--- config.mk ---
export PLATFORM = sky130hd
export DESIGN_NAME = glyph_text_rasterizer_core
export DESIGN_NICKNAME = d
export VERILOG_FILES = /design/src/rtl/gtr_pkg.sv /design/src/rtl/glyph_text_rasterizer_core.sv /design/src/rtl/gtr_ram.sv
export SDC_FILE = /design/constraint.sdc
export NUM_CORES = 2
export LEC_CHECK = 0
export BUFFER_PORTS_ARGS = -buffer_cell sky130_fd_sc_hd__buf_2
export CAP_MARGIN = 30
export CORE_MARGIN = 4
export CORE_UTILIZATION = 31
export CTS_BUF_LIST = sky130_fd_sc_hd__clkbuf_4
export DETAILED_ROUTE_END_ITERATION = 8
export GPL_ROUTABILITY_DRIVEN = 0
export PLACE_DENSITY = 0.47
export SYNTH_ARGS = -nofsm -noshare
export SYNTH_HDL_FRONTEND = slang
export SYNTH_MEMORY_MAX_BITS = 65536
export SYNTH_SLANG_ARGS = --single-unit
--- constraint.sdc ---
create_clock -name aclk -period 8.2 [get_ports aclk]
set_clock_uncertainty 0.1 [all_clocks]
set_input_delay 0.82 -clock aclk [delete_from_list [all_inputs] [get_ports aclk]]
set_output_delay 0.82 -clock aclk [all_outputs]
set_load 0.005 [all_outputs]
--- src/rtl/gtr_pkg.sv ---
// Shared types, constants and the font table of the glyph text rasterizer.
package gtr_pkg;

    // Input transaction: a character or the start of a string.
    typedef struct packed {
        logic               op;
        logic [7:0]         char_code;
        logic signed [15:0] start_x;
        logic signed [15:0] start_y;
    } gtr_in_t;

    // Output transaction: one pixel write.
    typedef struct packed {
        logic [7:0]  pixel_x;
        logic [7:0]  pixel_y;
        logic [15:0] pixel_color;
        logic        last_pixel;
    } gtr_out_t;

    typedef enum logic [2:0] {
        ST_FILL,
        ST_IDLE,
        ST_SCAN,
        ST_FLUSH,
        ST_ADVANCE,
        ST_WRAP
    } gtr_state_t;

    // Operation codes.
    localparam logic OP_CHAR  = 1'b0;
    localparam logic OP_START = 1'b1;

    // Configuration register indexes.
    localparam int CFG_IDX_W = 3;
    localparam logic [CFG_IDX_W-1:0] CFG_WIN_X_MIN = 3'd0;
    localparam logic [CFG_IDX_W-1:0] CFG_WIN_X_MAX = 3'd1;
    localparam logic [CFG_IDX_W-1:0] CFG_WIN_Y_MIN = 3'd2;
    localparam logic [CFG_IDX_W-1:0] CFG_WIN_Y_MAX = 3'd3;
    localparam logic [CFG_IDX_W-1:0] CFG_TERMINAL  = 3'd4;
    localparam logic [CFG_IDX_W-1:0] CFG_WRAP      = 3'd5;
    localparam logic [CFG_IDX_W-1:0] CFG_INK       = 3'd6;

    // Character codes.
    localparam logic [7:0] CHAR_LF    = 8'd10;
    localparam logic [7:0] CHAR_CR    = 8'd13;
    localparam logic [7:0] FONT_FIRST = 8'd32;
    localparam logic [7:0] FONT_LAST  = 8'd127;

    // Display and glyph geometry.
    localparam logic [7:0] DISPLAY_HEIGHT = 8'd240;
    localparam int GLYPH_HEIGHT = 8;
    localparam logic [2:0] ROW_LAST = 3'(GLYPH_HEIGHT - 1);
    localparam logic [15:0] LINE_STEP = 16'(GLYPH_HEIGHT);

    // Font: one word per code, column 0 in the low byte, bit 0 is the top row.
    localparam int FONT_STRIDE = 6;
    localparam int FONT_CODES  = 96;
    localparam int GLYPH_BITS  = FONT_STRIDE * 8;
    localparam int FONT_ADDR_W = $clog2(FONT_CODES);

    localparam logic [GLYPH_BITS-1:0] FONT_GLYPHS [FONT_CODES] = '{
        48'h000000000000, 48'h00000000005F, 48'h000000070007, 48'h00147F147F14,
        48'h00122A7F2A24, 48'h006264081323, 48'h005022554936, 48'h000000000305,
        48'h00000041221C, 48'h0000001C2241, 48'h00082A1C2A08, 48'h0008083E0808,
        48'h000000003050, 48'h000000080808, 48'h000000003030, 48'h000204081020,
        48'h003E4549513E, 48'h000000407F42, 48'h004649516142, 48'h00314B454121,
        48'h00107F121418, 48'h003945454527, 48'h003049494A3C, 48'h000305097101,
        48'h003649494936, 48'h001E29494906, 48'h000000000036, 48'h000000003656,
        48'h000041221408, 48'h000000141414, 48'h000008142241, 48'h000609510102,
        48'h003E41794932, 48'h00007E11117E, 48'h00003649497F, 48'h00002241413E,
        48'h00001C22417F, 48'h00004149497F, 48'h00000109097F, 48'h00003251413E,
        48'h00007F08087F, 48'h000000417F41, 48'h00013F414020, 48'h00412214087F,
        48'h00000040407F, 48'h007F0204027F, 48'h007F1008047F, 48'h00003E41413E,
        48'h00000609097F, 48'h005E2151413E, 48'h00004629197F, 48'h000031494946,
        48'h000000017F01, 48'h00003F40403F, 48'h001F2040201F, 48'h007F2018207F,
        48'h006314081463, 48'h000304780403, 48'h004345495161, 48'h00000041417F,
        48'h002010080402, 48'h0000007F4141, 48'h000402010204, 48'h000000404040,
        48'h000000040201, 48'h000078545420, 48'h00003844487F, 48'h000000444438,
        48'h00007F484438, 48'h000018545438, 48'h000001097E08, 48'h00003C541408,
        48'h00007804087F, 48'h000000407D44, 48'h00003D444020, 48'h00004428107F,
        48'h000000407F41, 48'h00780418047C, 48'h00007804087C, 48'h000038444438,
        48'h00000814147C, 48'h00007C181408, 48'h00000804087C, 48'h000020545448,
        48'h000040443F04, 48'h00007C20403C, 48'h001C2040201C, 48'h003C4030403C,
        48'h004428102844, 48'h00003C50500C, 48'h00444C546444, 48'h000000413608,
        48'h00000000007F, 48'h000000083641, 48'h0000081C2A08, 48'h0000082A1C08
    };

    function automatic logic [GLYPH_BITS-1:0] gtr_font_glyph(
        input logic [FONT_ADDR_W-1:0] idx
    );
        logic [GLYPH_BITS-1:0] glyph;
        glyph = '0;
        if (int'(idx) < FONT_CODES) begin
            glyph = FONT_GLYPHS[idx];
        end
        return glyph;
    endfunction

endpackage

--- src/rtl/glyph_text_rasterizer_core.sv ---
// Text rasterizer: renders characters from a 6x8 font RAM into clipped pixel writes.
// Start, carriage return and line feed transactions update the cursor directly;
// other non-printable codes only pass through the wrap check. A printable
// character is scanned one glyph bit per cycle while the pixel output is not
// stalled, ending early in compact mode, then flushed, advanced and wrap-checked.
// The font RAM loads from the built-in table after reset, taking no character then.
module glyph_text_rasterizer_core #(
    parameter int GLYPH_WIDTH = 6
) (
    input  logic             aclk,
    input  logic             aresetn,
    input  logic             s_valid,
    output logic             s_ready,
    input  gtr_pkg::gtr_in_t s_data,
    output logic             m_valid,
    input  logic             m_ready,
    output gtr_pkg::gtr_out_t m_data,
    input  logic             cfg_valid,
    output logic             cfg_ready,
    input  logic [gtr_pkg::CFG_IDX_W-1:0] cfg_index,
    input  logic [15:0]      cfg_data
);
    import gtr_pkg::*;

    localparam int COL_W = $clog2(GLYPH_WIDTH);
    localparam int ADV_W = $clog2(GLYPH_WIDTH + 1);
    localparam logic [COL_W-1:0] COL_LAST = COL_W'(GLYPH_WIDTH - 1);
    localparam logic [ADV_W-1:0] ADV_FULL = ADV_W'(GLYPH_WIDTH);

    gtr_state_t state_reg, state_next;
    logic [FONT_ADDR_W-1:0] fill_cnt_reg, fill_cnt_next;
    logic [15:0] cursor_x_reg, cursor_x_next;
    logic [15:0] cursor_y_reg, cursor_y_next;
    logic [15:0] margin_x_reg, margin_x_next;
    logic [COL_W-1:0] col_reg, col_next;
    logic [2:0] row_reg, row_next;
    logic [ADV_W-1:0] adv_reg, adv_next;
    logic pend_valid_reg, pend_valid_next;
    gtr_out_t pend_reg, pend_next;
    logic m_valid_reg, m_valid_next;
    gtr_out_t m_data_reg, m_data_next;

    logic [7:0] win_x_min_reg, win_x_max_reg, win_y_min_reg, win_y_max_reg;
    logic terminal_reg, wrap_en_reg;
    logic [15:0] ink_reg;

    // Font RAM signals.
    logic ram_wr_en, ram_rd_en;
    logic [FONT_ADDR_W-1:0] ram_rd_addr;
    logic [GLYPH_BITS-1:0] ram_rd_data;

    logic s_fire, out_free;
    logic [63:0] glyph_cols;
    logic [7:0] col_bits;
    logic [15:0] px, py;
    logic x_ok, y_ok, hit, stop_early;
    gtr_out_t pixel;
    logic signed [16:0] wrap_sum;
    logic wrap_hit;

    gtr_ram #(
        .WIDTH(GLYPH_BITS),
        .DEPTH(FONT_CODES)
    ) u_font_ram (
        .aclk   (aclk),
        .wr_en  (ram_wr_en),
        .wr_addr(fill_cnt_reg),
        .wr_data(gtr_font_glyph(fill_cnt_reg)),
        .rd_en  (ram_rd_en),
        .rd_addr(ram_rd_addr),
        .rd_data(ram_rd_data)
    );

    assign s_ready   = (state_reg == ST_IDLE);
    assign s_fire    = s_valid && s_ready;
    assign cfg_ready = 1'b1;
    assign m_valid   = m_valid_reg;
    assign m_data    = m_data_reg;
    assign out_free  = !m_valid_reg || m_ready;

    assign ram_wr_en   = (state_reg == ST_FILL);
    assign ram_rd_en   = s_fire;
    assign ram_rd_addr = FONT_ADDR_W'(s_data.char_code - FONT_FIRST);

    // Columns past the stored six read as blank.
    assign glyph_cols = {{(64 - GLYPH_BITS){1'b0}}, ram_rd_data};
    assign col_bits   = glyph_cols[{3'(col_reg), 3'b000} +: 8];

    assign px = cursor_x_reg + 16'(col_reg);
    assign py = cursor_y_reg + 16'(row_reg);

    // A coordinate at or above 256 is also negative or off the window.
    assign x_ok = (px[15:8] == 8'd0) && (px[7:0] >= win_x_min_reg)
               && (px[7:0] < win_x_max_reg);
    assign y_ok = (py[15:8] == 8'd0) && (py[7:0] < DISPLAY_HEIGHT)
               && (py[7:0] >= win_y_min_reg) && (py[7:0] < win_y_max_reg);
    assign hit  = col_bits[row_reg] && x_ok && y_ok;

    // In compact mode a blank column after the first ends the glyph.
    assign stop_early = !terminal_reg && (col_reg != '0) && (col_bits == 8'd0);

    always_comb begin
        pixel.pixel_x     = px[7:0];
        pixel.pixel_y     = py[7:0];
        pixel.pixel_color = ink_reg;
        pixel.last_pixel  = 1'b0;
    end

    assign wrap_sum = $signed({cursor_x_reg[15], cursor_x_reg}) + 17'(GLYPH_WIDTH);
    assign wrap_hit = wrap_en_reg && (wrap_sum > $signed({9'd0, win_x_max_reg}));

    always_ff @(posedge aclk) begin
        if (!aresetn) begin
            state_reg      <= ST_FILL;
            fill_cnt_reg   <= '0;
            cursor_x_reg   <= '0;
            cursor_y_reg   <= '0;
            margin_x_reg   <= '0;
            pend_valid_reg <= 1'b0;
            m_valid_reg    <= 1'b0;
        end else begin
            state_reg      <= state_next;
            fill_cnt_reg   <= fill_cnt_next;
            cursor_x_reg   <= cursor_x_next;
            cursor_y_reg   <= cursor_y_next;
            margin_x_reg   <= margin_x_next;
            pend_valid_reg <= pend_valid_next;
            m_valid_reg    <= m_valid_next;
        end
    end

    always_ff @(posedge aclk) begin
        col_reg    <= col_next;
        row_reg    <= row_next;
        adv_reg    <= adv_next;
        pend_reg   <= pend_next;
        m_data_reg <= m_data_next;
    end

    always_ff @(posedge aclk) begin
        if (!aresetn) begin
            win_x_min_reg <= 8'd0;
            win_x_max_reg <= 8'd240;
            win_y_min_reg <= 8'd0;
            win_y_max_reg <= 8'd240;
            terminal_reg  <= 1'b0;
            wrap_en_reg   <= 1'b0;
            ink_reg       <= 16'hFFFF;
        end else if (cfg_valid && cfg_ready) begin
            case (cfg_index)
                CFG_WIN_X_MIN: win_x_min_reg <= cfg_data[7:0];
                CFG_WIN_X_MAX: win_x_max_reg <= cfg_data[7:0];
                CFG_WIN_Y_MIN: win_y_min_reg <= cfg_data[7:0];
                CFG_WIN_Y_MAX: win_y_max_reg <= cfg_data[7:0];
                CFG_TERMINAL:  terminal_reg  <= cfg_data[0];
                CFG_WRAP:      wrap_en_reg   <= cfg_data[0];
                CFG_INK:       ink_reg       <= cfg_data;
                default: ;
            endcase
        end
    end

    always_comb begin
        logic     push;
        gtr_out_t push_data;

        state_next      = state_reg;
        fill_cnt_next   = fill_cnt_reg;
        cursor_x_next   = cursor_x_reg;
        cursor_y_next   = cursor_y_reg;
        margin_x_next   = margin_x_reg;
        col_next        = col_reg;
        row_next        = row_reg;
        adv_next        = adv_reg;
        pend_valid_next = pend_valid_reg;
        pend_next       = pend_reg;
        push            = 1'b0;
        push_data       = pend_reg;

        case (state_reg)
            ST_FILL: begin
                fill_cnt_next = fill_cnt_reg + FONT_ADDR_W'(1);
                if (fill_cnt_reg == FONT_ADDR_W'(FONT_CODES - 1)) begin
                    state_next = ST_IDLE;
                end
            end
            ST_IDLE: begin
                if (s_fire) begin
                    if (s_data.op == OP_START) begin
                        cursor_x_next = s_data.start_x;
                        margin_x_next = s_data.start_x;
                        cursor_y_next = s_data.start_y;
                    end else if (s_data.char_code == CHAR_CR) begin
                        cursor_x_next = margin_x_reg;
                    end else if (s_data.char_code == CHAR_LF) begin
                        cursor_y_next = cursor_y_reg + LINE_STEP;
                    end else if (s_data.char_code inside {[FONT_FIRST:FONT_LAST]}) begin
                        col_next   = '0;
                        row_next   = '0;
                        state_next = ST_SCAN;
                    end else begin
                        state_next = ST_WRAP;
                    end
                end
            end
            ST_SCAN: begin
                if (stop_early) begin
                    adv_next   = ADV_W'(col_reg) + ADV_W'(1);
                    state_next = ST_FLUSH;
                end else if (!(hit && pend_valid_reg && !out_free)) begin
                    // The newest pixel waits in the pending slot until the next
                    // one shows whether it ends the character.
                    if (hit) begin
                        push            = pend_valid_reg;
                        pend_next       = pixel;
                        pend_valid_next = 1'b1;
                    end
                    if (row_reg == ROW_LAST) begin
                        row_next = '0;
                        if (col_reg == COL_LAST) begin
                            adv_next   = ADV_FULL;
                            state_next = ST_FLUSH;
                        end else begin
                            col_next = col_reg + COL_W'(1);
                        end
                    end else begin
                        row_next = row_reg + 3'd1;
                    end
                end
            end
            ST_FLUSH: begin
                if (!pend_valid_reg) begin
                    state_next = ST_ADVANCE;
                end else if (out_free) begin
                    push                 = 1'b1;
                    push_data.last_pixel = 1'b1;
                    pend_valid_next      = 1'b0;
                    state_next           = ST_ADVANCE;
                end
            end
            ST_ADVANCE: begin
                cursor_x_next = cursor_x_reg + 16'(adv_reg);
                state_next    = ST_WRAP;
            end
            ST_WRAP: begin
                if (wrap_hit) begin
                    cursor_y_next = cursor_y_reg + LINE_STEP;
                    cursor_x_next = margin_x_reg;
                end
                state_next = ST_IDLE;
            end
            default: begin
                state_next = ST_IDLE;
            end
        endcase

        m_valid_next = m_valid_reg && !m_ready;
        m_data_next  = m_data_reg;
        if (push) begin
            m_valid_next = 1'b1;
            m_data_next  = push_data;
        end
    end

endmodule

--- src/rtl/gtr_ram.sv ---
// Generic single-port-write, single-port-read RAM with a registered read.
module gtr_ram #(
    parameter int WIDTH = 8,
    parameter int DEPTH = 16
) (
    input  logic                     aclk,
    input  logic                     wr_en,
    input  logic [$clog2(DEPTH)-1:0] wr_addr,
    input  logic [WIDTH-1:0]         wr_data,
    input  logic                     rd_en,
    input  logic [$clog2(DEPTH)-1:0] rd_addr,
    output logic [WIDTH-1:0]         rd_data
);

    logic [WIDTH-1:0] mem [DEPTH];
    logic [WIDTH-1:0] rd_data_reg;

    always_ff @(posedge aclk) begin
        if (wr_en) begin
            mem[wr_addr] <= wr_data;
        end
        if (rd_en) begin
            rd_data_reg <= mem[rd_addr];
        end
    end

    assign rd_data = rd_data_reg;

endmodule

==> results.cfg <==
[status]
status = complete, no violations

[floorplan]
rows = 248
die_area_um2 = 470000
core_um2 = 456800
die-height_um = 685.6
io_pins = 101
dieWidth_um = 685.6
initial_utilization = 0.3116

[timing]
period_minus_slack_ns = 5.890
slew_violations = 0
finalSetupViolCount = 0
finalCritPeriodShare = 0.7183
final_hold_viol_count = 0
slew_headroom = 0.2630
tns_ns = 0
worstMarginPinSlew_ns = 1.092
fmax_ghz = 0.1698
rsz0062_at_grt = no

[finish]
largest_reg_flops = 3360
syn2layout_area_growth_pct = 16.48
drive_gt1_frac = 0.3536
final-instance-count-excl-fill = 14610
fill_cells = 42560
mostFrequentLayoutCell = edfxtp_1
layout.nets = 7968
final_cell_mix = edfxtp_1 (3469), clkbuf_4 (1272), mux4_2 (1050)
register_area_um2 = 106400
multiInputGateArea_um2 = 35240

[worst_setup_path]
crit_type = reg2reg
worstSetupStartpointType = register
cp-end-kind = register
critical_path_arrival_ns = 7.05
worst_ep_required_time_ns = 9.36
rr_worst_depth = 9
r2r-start = fill_cnt_reg[1]$_SDFFE_PN0P_
critPathCapture = u_font_ram.mem[45][34]$_DFFE_PP_
r2r_slack_ns = 2.31
worst-path-max-fanout = 72
r2r-end = u_font_ram.mem[45][34]$_DFFE_PP_
cp-startpoint = fill_cnt_reg[1]$_SDFFE_PN0P_

[clock_tree]
cts_htree_levels = 6
cts_tree = built
clkLatencyLatePin_ns = 1.76
hold_buffers = 199
cts_resized = 0
cts.reportedPaths.clkPinSlew_ns = 0.06
postCtsSetupBuffers = 0
cts_buffers = 890
cts_buffer_depth = 4
cts_sinks = 3579
cts_root_buf = clkbuf_4

[global_routing]
grt_max_degree = 98
grt_pass1_wl_um = 599100
grt_util_all_layers = 0.1784
grt_overflow = 0
antenna_found_initial = 38
grt_pass1_vias = 78740

[logic_synthesis]
synth.avg_cell_area_um2 = 21.00
synth-edff-count = 3469
ys_types = 86
syn_nets = 6922
syn_area_um2 = 142300
synth-seq-cells = 3579
synth_flop_cell = edfxtp_1
seq_area_frac_synth = 0.7473
yosys_warnings = 0
async_reset_ff_frac = 0
synth_cells = 6778

[detailed_routing]
route.detailed.drc = 0
vias = 76150
via_per_inst = 5.213
drt_iter0_markers = 7759
antenna_left = 0
firstDrtPassIters = 8
routedWlPerCell_um = 29.31
wirelength_um = 428200

[hold_path]
hp-class = reg2reg
hold_start = pend_reg[8]$_DFFE_PP_

[placement]
portBuffers = 99
dp.cells = 12850
detailed_place_hpwl_um = 238300

[power_and_ir_drop]
ir_worst_vdd_mv = 0.1481
leakagePower_nw = 52.69
power_density_nw_per_um2 = 248.2

[run]
cap_viol_max_count = 0
==> power by group <==
group          switching [mW]  internal [mW]
clock network            7.14           7.53
registers              0.0990           21.6
logic                    3.56           1.26
total                    10.8           30.3
==> metal layers <==
| layer | wire, µm | part of all wire | vias to the layer above | GRT usage |
|---|---|---|---|---|
| met5 | 0 | 0 | - | 0 |
| met1 | 181600 | 0.42 | 40950 | 0.2425 |
| met4 | 15760 | 0.037 | 0 | 0.06605 |
| met2 | 201100 | 0.47 | 3241 | 0.2830 |
| met3 | 29730 | 0.069 | 773 | 0.03682 |
| li1 | - | - | 31190 | - |
==> cells by family (layout without fill, tap and decap cells) <==
family                   count (synthesis)  in the layout  synth area share
other                                    1             38        0.00002635
buffers and inverters                  470           2139           0.01376
adder cells (fa/ha/maj)                 79             79          0.007103
multiplexers                          1178           1178            0.1756
flip-flops                            3579           3579            0.7473
AND/OR/NAND/NOR                        782            782           0.02478
XOR/XNOR                                30             30          0.001846
AO/OA/AOI/OAI                          659            659           0.02952
==> area by class of cell <==
type | count | share of cell area
Sequential cell | 3579 | 0.6417
Inverter | 63 | 0.001426
Multi-Input combinational cell | 2729 | 0.2125
Antenna cell | 37 | 0.0005585
Clock buffer | 1272 | 0.05760
Clock inverter | 243 | 0.008988
Timing Repair Buffer | 561 | 0.03100
Tap cell | 6125 | 0.04622
==> worst max-delay path, stage by stage, from the launching register on <==
cell and delay [ns]:
dfxtp_1 0.60, inv_1 0.78, ha_1 0.79, inv_1 0.27, nor2_1 0.30, nand2_1 0.17, a21oi_1 0.41, a211oi_1 0.14
o32ai_4 0.93, buf_4 0.79
==> cells in the mapped netlist (11+ instances only) <==
cell      count  area share
a211oi_1     35      0.0018
a21boi_0     20      0.0011
a21o_1       11     0.00058
a21oi_1     196      0.0069
a221oi_1     17      0.0010
a22oi_1      22      0.0012
a31oi_1      24      0.0011
and3_1       12     0.00053
buf_1        44      0.0012
buf_2       123      0.0043
clkbuf_1    230      0.0061
dfxtp_1     110       0.015
edfxtp_1   3469        0.73
ha_1         76      0.0067
inv_1        58      0.0015
mux2_2       55      0.0044
mux2i_1      73      0.0051
mux4_2     1050        0.17
nand2_1     288      0.0076
nand2b_1     27      0.0012
nand3_1      54      0.0019
nand4_1      16     0.00070
nor2_1      243      0.0064
nor2b_1      26      0.0011
nor3_1       43      0.0015
nor4_1       16     0.00070
o211ai_1     35      0.0018
o21ai_0     141      0.0050
o22ai_1      44      0.0019
xnor2_1      22      0.0014
==> stage by stage <==
step	utilization	total power, mW	cell area (µm²)	hold slack, ns	setup WS [ns]
after floorplan	-	24.56	142300	0.3003	0.9657
after detailed placement	0.3339	26.82	152500	0.3045	2.631
after global routing	0.3628	42.95	165700	0.1777	2.000
final	0.3630	41.14	165800	0.1773	2.310
after CTS	0.3624	41.70	165500	0.02731	2.524
after global placement	0.3331	26.65	152100	0.3011	2.127
==> worst min path at each step <==
stage / endpoint / slack [ns] / cells after the start
after floorplan: m_data[10]$_DFFE_PP_ / 0.30 / 0
after global placement: m_data[13]$_DFFE_PP_ / 0.30 / 0
after detailed placement: m_data[6]$_DFFE_PP_ / 0.30 / 0
after CTS: win_x_max_reg[0]$_SDFFE_PN0P_ / 0.03 / 6
after global routing: win_x_max_reg[0]$_SDFFE_PN0P_ / 0.18 / 6
final: m_data[8]$_DFFE_PP_ / 0.18 / 0
(Power assumes the default switching activity.)
